===== config.mk =====
export PLATFORM = sky130hd
export DESIGN_NAME = colormap_interpolator
export DESIGN_NICKNAME = d
export VERILOG_FILES = /design/src/rtl/cmi_pkg.sv /design/src/rtl/cmi_ram.sv /design/src/rtl/cmi_div.sv /design/src/rtl/colormap_interpolator.sv
export SDC_FILE = /design/constraint.sdc
export NUM_CORES = 2
export LEC_CHECK = 0
export BUFFER_PORTS_ARGS = -buffer_cell sky130_fd_sc_hd__buf_2
export CAP_MARGIN = 10
export CORE_ASPECT_RATIO = 0.5
export CORE_MARGIN = 2
export CORE_UTILIZATION = 40
export CTS_CLUSTER_DIAMETER = 40
export DETAILED_ROUTE_END_ITERATION = 6
export GPL_TIMING_DRIVEN = 1
export PLACE_DENSITY = 0.64
export SLEW_MARGIN = 20
export SYNTH_ARGS = -nofsm -noshare
export SYNTH_HDL_FRONTEND = slang
export SYNTH_SLANG_ARGS = --single-unit
export TNS_END_PERCENT = 1

===== constraint.sdc =====
create_clock -name clk_i -period 12.8 [get_ports clk_i]
set_input_delay 2.56 -clock clk_i [delete_from_list [all_inputs] [get_ports clk_i]]
set_output_delay 2.56 -clock clk_i [all_outputs]
set_load 0.02 [all_outputs]

===== src/rtl/cmi_pkg.sv =====
package cmi_pkg;

  localparam int unsigned MAX_ENTRIES = 16;
  localparam int unsigned IDX_W       = $clog2(MAX_ENTRIES);
  localparam int unsigned CNT_W       = $clog2(MAX_ENTRIES + 1);

  localparam int unsigned VAL_W    = 32;
  localparam int unsigned COL_W    = 32;
  localparam int unsigned RAM_W    = VAL_W + COL_W;
  localparam int unsigned NUM_CH   = 4;
  localparam int unsigned CH_W     = $clog2(NUM_CH);

  // shared divider: 8 quotient bits, dividend is a 32-bit value times an 8-bit factor
  localparam int unsigned QUOT_W    = 8;
  localparam int unsigned DIV_STEPS = QUOT_W;
  localparam int unsigned DIV_CNT_W = $clog2(DIV_STEPS + 1);
  localparam int unsigned PROD_W    = VAL_W + QUOT_W;

  localparam logic [COL_W-1:0] OPAQUE_BLACK = 32'hFF00_0000;
  localparam logic [7:0]       GRAY_FULL    = 8'd255;

  localparam int unsigned    PADDR_W       = 3;
  localparam logic [31:0]    RAMP_MIN_RST  = 32'h0000_0000;
  localparam logic [31:0]    RAMP_MAX_RST  = 32'h00FF_0000;

  typedef enum logic [1:0] {
    CMD_CLEAR   = 2'd0,
    CMD_APPEND  = 2'd1,
    CMD_CONVERT = 2'd2
  } cmd_e;

  typedef enum logic [1:0] {
    ST_OK      = 2'd0,
    ST_FULL    = 2'd1,
    ST_NOMATCH = 2'd2
  } status_e;

  // register index as decoded from paddr bit 2
  typedef enum logic {
    REG_RAMP_MIN = 1'b0,
    REG_RAMP_MAX = 1'b1
  } reg_e;

  typedef struct packed {
    logic        [1:0]  cmd;
    logic signed [31:0] sample_value;
    logic signed [31:0] entry_value;
    logic        [31:0] entry_color;
  } in_item_t;

  typedef struct packed {
    logic [31:0] pixel_color;
    logic [1:0]  status;
  } out_item_t;

  typedef struct packed {
    logic              start;
    logic [VAL_W-1:0]  num;
    logic [QUOT_W-1:0] mult;
    logic [VAL_W-1:0]  den;
  } div_req_t;

  typedef struct packed {
    logic              busy;
    logic              done;
    logic [QUOT_W-1:0] quot;
    logic              rem_nz;
  } div_rsp_t;

endpackage


===== src/rtl/cmi_ram.sv =====
module cmi_ram #(
  parameter int unsigned WIDTH = 64,
  parameter int unsigned DEPTH = 16
) (
  input  logic                     clk_i,
  input  logic                     we_i,
  input  logic [$clog2(DEPTH)-1:0] waddr_i,
  input  logic [WIDTH-1:0]         wdata_i,
  input  logic [$clog2(DEPTH)-1:0] raddr_i,
  output logic [WIDTH-1:0]         rdata_o
);

  logic [WIDTH-1:0] mem_q [DEPTH];

  always_ff @(posedge clk_i) begin
    if (we_i) begin
      mem_q[waddr_i] <= wdata_i;
    end
    rdata_o <= mem_q[raddr_i];
  end

endmodule


===== src/rtl/cmi_div.sv =====
module cmi_div import cmi_pkg::*; (
  input  logic     clk_i,
  input  logic     rst_ni,
  input  div_req_t req_i,
  output div_rsp_t rsp_o
);

  logic                 busy_q, busy_d;
  logic                 done_q, done_d;
  logic [DIV_CNT_W-1:0] cnt_q, cnt_d;
  logic [PROD_W-1:0]    rem_q, dsh_q;
  logic [QUOT_W-1:0]    quot_q;

  logic [PROD_W-1:0] prod;
  logic [PROD_W-1:0] dsh_init;
  logic              ge;

  assign prod     = req_i.num * req_i.mult;
  assign dsh_init = PROD_W'(req_i.den) << (DIV_STEPS - 1);
  assign ge       = rem_q >= dsh_q;

  always_comb begin
    busy_d = busy_q;
    done_d = 1'b0;
    cnt_d  = cnt_q;
    if (req_i.start) begin
      busy_d = 1'b1;
      cnt_d  = DIV_CNT_W'(DIV_STEPS);
    end else if (busy_q) begin
      cnt_d = cnt_q - 1'b1;
      if (cnt_q == DIV_CNT_W'(1)) begin
        busy_d = 1'b0;
        done_d = 1'b1;
      end
    end
  end

  always_ff @(posedge clk_i or negedge rst_ni) begin
    if (!rst_ni) begin
      busy_q <= 1'b0;
      done_q <= 1'b0;
      cnt_q  <= '0;
    end else begin
      busy_q <= busy_d;
      done_q <= done_d;
      cnt_q  <= cnt_d;
    end
  end

  // restoring division, one quotient bit per cycle, MSB first
  always_ff @(posedge clk_i) begin
    if (req_i.start) begin
      rem_q  <= prod;
      dsh_q  <= dsh_init;
      quot_q <= '0;
    end else if (busy_q) begin
      if (ge) begin
        rem_q <= rem_q - dsh_q;
      end
      quot_q <= {quot_q[QUOT_W-2:0], ge};
      dsh_q  <= dsh_q >> 1;
    end
  end

  assign rsp_o.busy   = busy_q;
  assign rsp_o.done   = done_q;
  assign rsp_o.quot   = quot_q;
  assign rsp_o.rem_nz = |rem_q;

endmodule


===== src/rtl/colormap_interpolator.sv =====
// Colour ramp lookup for Q16.16 raster samples; results are ARGB with alpha in bits 31:24.
// Every command gives exactly one result transfer. Clear and append go straight to the
// output state. A conversion with an empty map follows the gray ramp set by
// ramp_min/ramp_max, using the divider only for samples strictly inside the ramp; with
// one entry it returns that entry's colour. Otherwise the map is scanned one segment per
// cycle out of the entry RAM, ending with ST_NOMATCH status when no segment matches. A
// match is then interpolated channel by channel through one shared 8-step divider with
// a 32x8 pre-multiply; a segment with two equal breakpoints takes the lower colour
// without the divider.
// One command is in flight at a time; in_ready_o is low while it is worked on, though a new
// command can be taken while the previous result waits in the output register.
module colormap_interpolator import cmi_pkg::*; (
  input  logic               clk_i,
  input  logic               rst_ni,
  input  logic               in_valid_i,
  output logic               in_ready_o,
  input  in_item_t           in_data_i,
  output logic               out_valid_o,
  input  logic               out_ready_i,
  output out_item_t          out_data_o,
  input  logic               psel,
  input  logic               penable,
  input  logic               pwrite,
  input  logic [PADDR_W-1:0] paddr,
  input  logic [31:0]        pwdata,
  output logic [31:0]        prdata,
  output logic               pready
);

  typedef enum logic [9:0] {
    S_IDLE     = 10'b00_0000_0001,
    S_GRAY     = 10'b00_0000_0010,
    S_GRAY_CMP = 10'b00_0000_0100,
    S_GRAY_DIV = 10'b00_0000_1000,
    S_FIRST    = 10'b00_0001_0000,
    S_PRIME    = 10'b00_0010_0000,
    S_SCAN     = 10'b00_0100_0000,
    S_CH_SETUP = 10'b00_1000_0000,
    S_CH_WAIT  = 10'b01_0000_0000,
    S_OUT      = 10'b10_0000_0000
  } state_e;

  state_e                   state_q, state_d;
  in_item_t                 item_q, item_d;
  logic [CNT_W-1:0]         cnt_q, cnt_d;
  logic [IDX_W-1:0]         idx_q, idx_d;
  logic [CH_W-1:0]          ch_q, ch_d;
  logic signed [VAL_W-1:0]  lo_val_q, lo_val_d;
  logic [COL_W-1:0]         lo_col_q, lo_col_d;
  logic [COL_W-1:0]         hi_col_q, hi_col_d;
  logic signed [VAL_W:0]    num_q, num_d;
  logic signed [VAL_W:0]    den_q, den_d;
  logic [COL_W-1:0]         pix_q, pix_d;
  out_item_t                res_q, res_d;
  out_item_t                out_q;
  logic                     out_valid_q;
  logic [31:0]              ramp_min_q, ramp_max_q;

  logic                     ram_we;
  logic [IDX_W-1:0]         ram_raddr;
  logic [RAM_W-1:0]         ram_wdata;
  logic [RAM_W-1:0]         ram_rdata;
  logic signed [VAL_W-1:0]  rd_val;
  logic [COL_W-1:0]         rd_col;

  div_req_t                 div_req;
  div_rsp_t                 div_rsp;

  logic                     accept;
  logic                     out_load;
  logic                     cfg_we;
  logic signed [VAL_W:0]    sv33, lo33, rd33, min33, max33, gnum, gden;
  logic [7:0]               c1, c2, mag, lerp_byte;
  logic [8:0]               d9, dmag9;
  logic                     dneg;

  function automatic logic [COL_W-1:0] gray_px(input logic [7:0] g);
    gray_px = OPAQUE_BLACK | {8'h00, g, g, g};
  endfunction

  // ---------------------------------------------------------------- config
  assign pready = 1'b1;
  assign cfg_we = psel & penable & pwrite;
  assign prdata = (reg_e'(paddr[2]) == REG_RAMP_MAX) ? ramp_max_q : ramp_min_q;

  always_ff @(posedge clk_i or negedge rst_ni) begin
    if (!rst_ni) begin
      ramp_min_q <= RAMP_MIN_RST;
      ramp_max_q <= RAMP_MAX_RST;
    end else if (cfg_we) begin
      unique case (reg_e'(paddr[2]))
        REG_RAMP_MIN: ramp_min_q <= pwdata;
        REG_RAMP_MAX: ramp_max_q <= pwdata;
        default: ;
      endcase
    end
  end

  // ---------------------------------------------------------------- entry store
  assign ram_wdata = {in_data_i.entry_value, in_data_i.entry_color};
  assign rd_val    = $signed(ram_rdata[RAM_W-1:COL_W]);
  assign rd_col    = ram_rdata[COL_W-1:0];

  cmi_ram #(
    .WIDTH (RAM_W),
    .DEPTH (MAX_ENTRIES)
  ) u_ram (
    .clk_i   (clk_i),
    .we_i    (ram_we),
    .waddr_i (cnt_q[IDX_W-1:0]),
    .wdata_i (ram_wdata),
    .raddr_i (ram_raddr),
    .rdata_o (ram_rdata)
  );

  cmi_div u_div (
    .clk_i  (clk_i),
    .rst_ni (rst_ni),
    .req_i  (div_req),
    .rsp_o  (div_rsp)
  );

  // ---------------------------------------------------------------- datapath helpers
  assign sv33  = $signed({item_q.sample_value[VAL_W-1], item_q.sample_value});
  assign lo33  = $signed({lo_val_q[VAL_W-1], lo_val_q});
  assign rd33  = $signed({rd_val[VAL_W-1], rd_val});
  assign min33 = $signed({ramp_min_q[VAL_W-1], ramp_min_q});
  assign max33 = $signed({ramp_max_q[VAL_W-1], ramp_max_q});
  assign gnum  = sv33 - min33;
  assign gden  = max33 - min33;

  assign c1    = lo_col_q[{ch_q, 3'b000} +: 8];
  assign c2    = hi_col_q[{ch_q, 3'b000} +: 8];
  assign d9    = {1'b0, c2} - {1'b0, c1};
  assign dneg  = d9[8];
  assign dmag9 = dneg ? (~d9 + 9'd1) : d9;
  assign mag   = dmag9[7:0];
  // floor division: a negative step rounds away from c1 when the remainder is non-zero
  assign lerp_byte = dneg ? (c1 - div_rsp.quot - {7'b0, div_rsp.rem_nz})
                          : (c1 + div_rsp.quot);

  assign in_ready_o = (state_q == S_IDLE);
  assign accept     = in_valid_i & in_ready_o;
  assign out_load   = (state_q == S_OUT) & (~out_valid_q | out_ready_i);

  // ---------------------------------------------------------------- sequencer
  always_comb begin
    state_d   = state_q;
    item_d    = item_q;
    cnt_d     = cnt_q;
    idx_d     = idx_q;
    ch_d      = ch_q;
    lo_val_d  = lo_val_q;
    lo_col_d  = lo_col_q;
    hi_col_d  = hi_col_q;
    num_d     = num_q;
    den_d     = den_q;
    pix_d     = pix_q;
    res_d     = res_q;
    ram_we    = 1'b0;
    ram_raddr = '0;
    div_req   = '0;

    unique case (state_q)
      S_IDLE: begin
        if (in_valid_i) begin
          item_d  = in_data_i;
          res_d   = '{pixel_color: '0, status: ST_OK};
          state_d = S_OUT;
          unique case (cmd_e'(in_data_i.cmd))
            CMD_CLEAR: cnt_d = '0;
            CMD_APPEND: begin
              if (cnt_q == CNT_W'(MAX_ENTRIES)) begin
                res_d.status = ST_FULL;
              end else begin
                ram_we = 1'b1;
                cnt_d  = cnt_q + 1'b1;
              end
            end
            CMD_CONVERT: state_d = (cnt_q == '0) ? S_GRAY : S_FIRST;
            default: ;
          endcase
        end
      end

      S_GRAY: begin
        if (gden < 0) begin
          num_d = -gnum;
          den_d = -gden;
        end else begin
          num_d = gnum;
          den_d = gden;
        end
        state_d = S_GRAY_CMP;
      end

      S_GRAY_CMP: begin
        state_d = S_OUT;
        res_d.status = ST_OK;
        if (den_q == '0) begin
          res_d.pixel_color = gray_px((num_q < 0) ? 8'd0 : GRAY_FULL);
        end else if (num_q <= 0) begin
          res_d.pixel_color = gray_px(8'd0);
        end else if (num_q >= den_q) begin
          res_d.pixel_color = gray_px(GRAY_FULL);
        end else begin
          div_req.start = 1'b1;
          div_req.num   = num_q[VAL_W-1:0];
          div_req.mult  = GRAY_FULL;
          div_req.den   = den_q[VAL_W-1:0];
          state_d       = S_GRAY_DIV;
        end
      end

      S_GRAY_DIV: begin
        if (div_rsp.done) begin
          res_d   = '{pixel_color: gray_px(div_rsp.quot), status: ST_OK};
          state_d = S_OUT;
        end
      end

      S_FIRST: begin
        ram_raddr = '0;
        state_d   = S_PRIME;
      end

      S_PRIME: begin
        lo_val_d = rd_val;
        lo_col_d = rd_col;
        if (cnt_q == CNT_W'(1)) begin
          res_d   = '{pixel_color: rd_col, status: ST_OK};
          state_d = S_OUT;
        end else begin
          ram_raddr = IDX_W'(1);
          idx_d     = IDX_W'(1);
          state_d   = S_SCAN;
        end
      end

      S_SCAN: begin
        // read data holds entry idx_q, lo registers hold entry idx_q-1
        if (item_q.sample_value >= lo_val_q && item_q.sample_value <= rd_val) begin
          num_d    = sv33 - lo33;
          den_d    = rd33 - lo33;
          hi_col_d = rd_col;
          ch_d     = '0;
          state_d  = S_CH_SETUP;
        end else if (CNT_W'(idx_q) + 1'b1 == cnt_q) begin
          res_d   = '{pixel_color: OPAQUE_BLACK, status: ST_NOMATCH};
          state_d = S_OUT;
        end else begin
          lo_val_d  = rd_val;
          lo_col_d  = rd_col;
          idx_d     = idx_q + 1'b1;
          ram_raddr = idx_q + 1'b1;
        end
      end

      S_CH_SETUP: begin
        if (den_q == '0) begin
          pix_d[{ch_q, 3'b000} +: 8] = c1;
          if (ch_q == CH_W'(NUM_CH - 1)) begin
            res_d   = '{pixel_color: pix_d, status: ST_OK};
            state_d = S_OUT;
          end else begin
            ch_d = ch_q + 1'b1;
          end
        end else begin
          div_req.start = 1'b1;
          div_req.num   = num_q[VAL_W-1:0];
          div_req.mult  = mag;
          div_req.den   = den_q[VAL_W-1:0];
          state_d       = S_CH_WAIT;
        end
      end

      S_CH_WAIT: begin
        if (div_rsp.done) begin
          pix_d[{ch_q, 3'b000} +: 8] = lerp_byte;
          if (ch_q == CH_W'(NUM_CH - 1)) begin
            res_d   = '{pixel_color: pix_d, status: ST_OK};
            state_d = S_OUT;
          end else begin
            ch_d    = ch_q + 1'b1;
            state_d = S_CH_SETUP;
          end
        end
      end

      S_OUT: begin
        if (out_load) begin
          state_d = S_IDLE;
        end
      end

      default: state_d = S_IDLE;
    endcase
  end

  always_ff @(posedge clk_i or negedge rst_ni) begin
    if (!rst_ni) begin
      state_q     <= S_IDLE;
      cnt_q       <= '0;
      out_valid_q <= 1'b0;
    end else begin
      state_q <= state_d;
      cnt_q   <= cnt_d;
      if (out_load) begin
        out_valid_q <= 1'b1;
      end else if (out_ready_i) begin
        out_valid_q <= 1'b0;
      end
    end
  end

  always_ff @(posedge clk_i) begin
    item_q   <= item_d;
    idx_q    <= idx_d;
    ch_q     <= ch_d;
    lo_val_q <= lo_val_d;
    lo_col_q <= lo_col_d;
    hi_col_q <= hi_col_d;
    num_q    <= num_d;
    den_q    <= den_d;
    pix_q    <= pix_d;
    res_q    <= res_d;
    if (out_load) begin
      out_q <= res_q;
    end
  end

  assign out_valid_o = out_valid_q;
  assign out_data_o  = out_q;

  // ---------------------------------------------------------------- checks
  a_busy_after_accept: assert property (@(posedge clk_i) disable iff (!rst_ni)
    accept |=> !in_ready_o)
    else $error("block still ready after taking a command");

  a_cnt_range: assert property (@(posedge clk_i) disable iff (!rst_ni)
    cnt_q <= CNT_W'(MAX_ENTRIES))
    else $error("entry count beyond map size");

  a_div_start_idle: assert property (@(posedge clk_i) disable iff (!rst_ni)
    div_req.start |-> !div_rsp.busy)
    else $error("divider started while busy");

  a_div_done_owner: assert property (@(posedge clk_i) disable iff (!rst_ni)
    div_rsp.done |-> (state_q == S_GRAY_DIV || state_q == S_CH_WAIT))
    else $error("divider result with nobody waiting");

endmodule


==> results.json <==
{
  "final_max_slew_viol_count": 0,
  "powerDensity_nw_per_um2": 156.0,
  "min_from": "res_q[7]$_DFFE_PP_",
  "antenna_found_initial": 35,
  "rows": 117,
  "start_util_pct": 40.31,
  "synth_top_area_share_pct": 51.04,
  "dr.pass1.iters": 7,
  "start_kind": "register",
  "drv_cap": 0,
  "die_h_um": 324.4,
  "synth_warnings": 0,
  "hold_violations": 0,
  "violations": "DRC",
  "worst_pin_slew_ns": 1.127,
  "synth_edf_count": 1396,
  "synthToLayoutAreaGrowth_pct": 12.00,
  "drc_errors": 4,
  "core-area_sq_um": 203800,
  "post_dp_cell_area_sq_um": 86340,
  "synth_flop_cell": "edfxtp_1",
  "r2r-end": "u_div.rem_q[39]$_DFFE_PP_",
  "ys_top_cells_by_area": "edfxtp_1, ha_1, fa_1",
  "max_slew_margin_pct": 24.63,
  "detail_route.vias_per_cell": 5.680,
  "cp.arrival_ns": 10.97,
  "syn_inst": 6951,
  "cts_root_buf": "clkbuf_16",
  "finalCritPeriodShare_pct": 81.70,
  "grt_pass1_vias": 55230,
  "holdPathEnd": "out_data_o[7]$_DFFE_PP_",
  "tritoncts": "done",
  "rsz0062_at_grt": "false",
  "fin_area_sq_um": 91980,
  "end_kind": "register",
  "max_freq_ghz": 0.09563,
  "die-area_sq_um": 209200,
  "r2r_cells": 32,
  "syn-cell-area_sq_um": 82130,
  "p_leak_uw": 0.03474,
  "wl_per_cell_um": 23.71,
  "worstReg2RegStart": "ch_q[0]$_SDFFCE_PN0P_",
  "syn_area_per_cell_sq_um": 11.82,
  "hold_class": "register to register",
  "whs_path_depth": 0,
  "path_max_fanout": 22,
  "grt_max_degree": 126,
  "clock_latency_ns": 0.85,
  "cts_resized": 0,
  "fin_nets": 7764,
  "regToRegSetupSlack_ns": 2.34,
  "globalplace.congestion": 0.9213,
  "path_delay_family": "compound AO/OA/AOI/OAI gates",
  "setup_violations": 0,
  "die_w_um": 644.8,
  "cts_buffers": 166,
  "finalPower_uw": 14350,
  "ys_seq_elements": 1561,
  "layout_min_cycle_time_ns": 10.46,
  "clock_path_buffers": 3,
  "cp.required_ns": 13.31,
  "hpwl_mm": 155.1,
  "ioPinCount": 209,
  "critical_path_class": "register to register",
  "drt_wl_total_mm": 237.0,
  "crit_slowest_cell": "edfxtp_1",
  "synth_top_area_cell": "edfxtp_1",
  "postCtsHoldBufs": 0,
  "cts.clk_slew.worst_paths_ns": 0.06,
  "overflow": 0,
  "ys_seq_area_share_pct": 55.60,
  "cts_max_level": 4,
  "io_buffers": 205,
  "num_vias": 56770,
  "drt_iter0_markers": 5807,
  "fin_util_pct": 45.14,
  "clkSinkCount": 1561,
  "max-vdd-ir-drop_uv": 128.2,
  "fin_tns_setup_ns": 0,
  "final_antenna_net_count": 0,
  "critPathBufInv": 4,
  "synth_nets": 7613,
  "async_reset_ff_share_pct": 5.509,
  "grt_pass1_wl_mm": 352.9,
  "track_usage_pct": 22.28,
  "drive_above_1_share_pct": 13.80,
  "crit_path_max_incr_delay_ns": 0.81,
  "status": "finished, violations left",
  "synth_cell_types": 104,
  "postCtsSetupRepairBufs": 0,
  "clock_skew_ns": 0.07059
}
## worst max path at each step
stage,startpoint,endpoint,slack [ns],depth (start not counted)
floorplan,in_valid_i,u_ram.mem_q[3][0]$_DFFE_PP_,2.28,5
global placement,ch_q[0]$_SDFFCE_PN0P_,u_div.rem_q[39]$_DFFE_PP_,2.48,32
detailed placement,ch_q[0]$_SDFFCE_PN0P_,u_div.rem_q[39]$_DFFE_PP_,2.43,32
CTS,ch_q[0]$_SDFFCE_PN0P_,u_div.rem_q[39]$_DFFE_PP_,2.36,32
global route,ch_q[0]$_SDFFCE_PN0P_,u_div.rem_q[39]$_DFFE_PP_,1.66,32
finish,ch_q[0]$_SDFFCE_PN0P_,u_div.rem_q[39]$_DFFE_PP_,2.34,32
## flip-flops by register name, summed over array words and instances (netlist names), 32 cells and up
name and flops:
den_q 33, hi_col_q 32, item_q 32, lo_col_q 32
lo_val_q 32, num_q 33, out_data_o 34, pix_q 32
ramp_max_q 32, ramp_min_q 32, res_q 34, u_div.dsh_q 39
u_div.rem_q 40, u_ram.mem_q 1024, u_ram.rdata_o 64
## area by class of cell
type                       count  area [sq um]
antenna                       16         40.04
inverter                     465          1745
fill                       18540        111800
clock buffer                 206          4489
sequential                  1561         45670
timing repair buffer         297          1782
multi-input combinational   4611         33730
clock inverter               100          1107
tap                         2737          3425
## metal layers
metal | wire (um) | up-vias | track usage, %
met1 | 99360 | 28050 | 30.07
met3 | 19200 | 461 | 4.003
met5 | 126 | - | 0
met2 | 109300 | 2331 | 35.64
li1 | - | 25910 | -
met4 | 9037 | 20 | 8.947
## synth_stat cells (101+ instances only)
| master | instances |
|---|---|
| o21ai_0 | 380 |
| xor2_1 | 101 |
| nor3_1 | 128 |
| and3_1 | 103 |
| nand2_1 | 759 |
| mux2_2 | 322 |
| nor2_1 | 370 |
| and2_1 | 112 |
| clkbuf_1 | 247 |
| nand3_1 | 203 |
| inv_1 | 464 |
| xnor2_1 | 145 |
| edfxtp_1 | 1396 |
| a21oi_1 | 376 |
| fa_1 | 189 |
| ha_1 | 333 |
## through the flow
step,hold slack (ns),setup slack (ns),instances
after floorplan,0.4003,2.283,6951
after global placement,0.4018,2.479,9671
after detailed placement,0.4045,2.428,9671
after CTS,0.4194,2.361,9977
after global routing,0.4241,1.658,9988
final,0.4183,2.342,9993
## worst register-to-register path, delay by kind of cell (launching register included)
family / cells / cell delay, ns
simple gates: 5 / 0.64
buf+inv: 4 / 0.19
mux: 2 / 0.50
flops: 1 / 0.81
fa+ha+maj: 6 / 2.76
xor+xnor: 2 / 0.33
compound gates: 13 / 4.92
## where the power goes
| group | internal (uW) | switching (uW) | leakage, uW |
|---|---|---|---|
| combinational | 1160 | 2120 | 0.0177 |
| clock | 2740 | 2150 | 0.00271 |
| sequential | 5970 | 218 | 0.0143 |
| total | 9870 | 4490 | 0.0347 |
## cell families (layout without fill, tap and decap cells)
family	count (synthesis)	in the layout	synth area share (%)
AOI/OAI and AO/OA	1465	1465	11.61
xor gates and xnor gates	247	247	2.651
adders and majority gates	522	522	9.680
buffers and inverters	779	1068	3.655
DFF	1561	1561	55.60
muxes	373	373	5.237
other	1	17	0.004566
and+or+nand+nor	2003	2003	11.56
## cells in the final DEF, fill, tap and decap left out, types with 68 or more instances in the layout
master,instances
a21oi_1,375
a221oi_1,86
a21o_1,92
o21ai_0,377
nor3_1,125
xor2_1,100
buf_2,204
and2_1,98
dfxtp_1,79
ha_1,333
fa_1,189
nor2_1,369
inv_1,464
mux2_2,322
o2111ai_1,68
xnor2_1,144
and3_1,103
buf_4,88
dfrtp_1,76
edfxtp_1,1396
nand3_1,202
nand2_1,757
clkbuf_16,170
(Power assumes the default switching activity.)
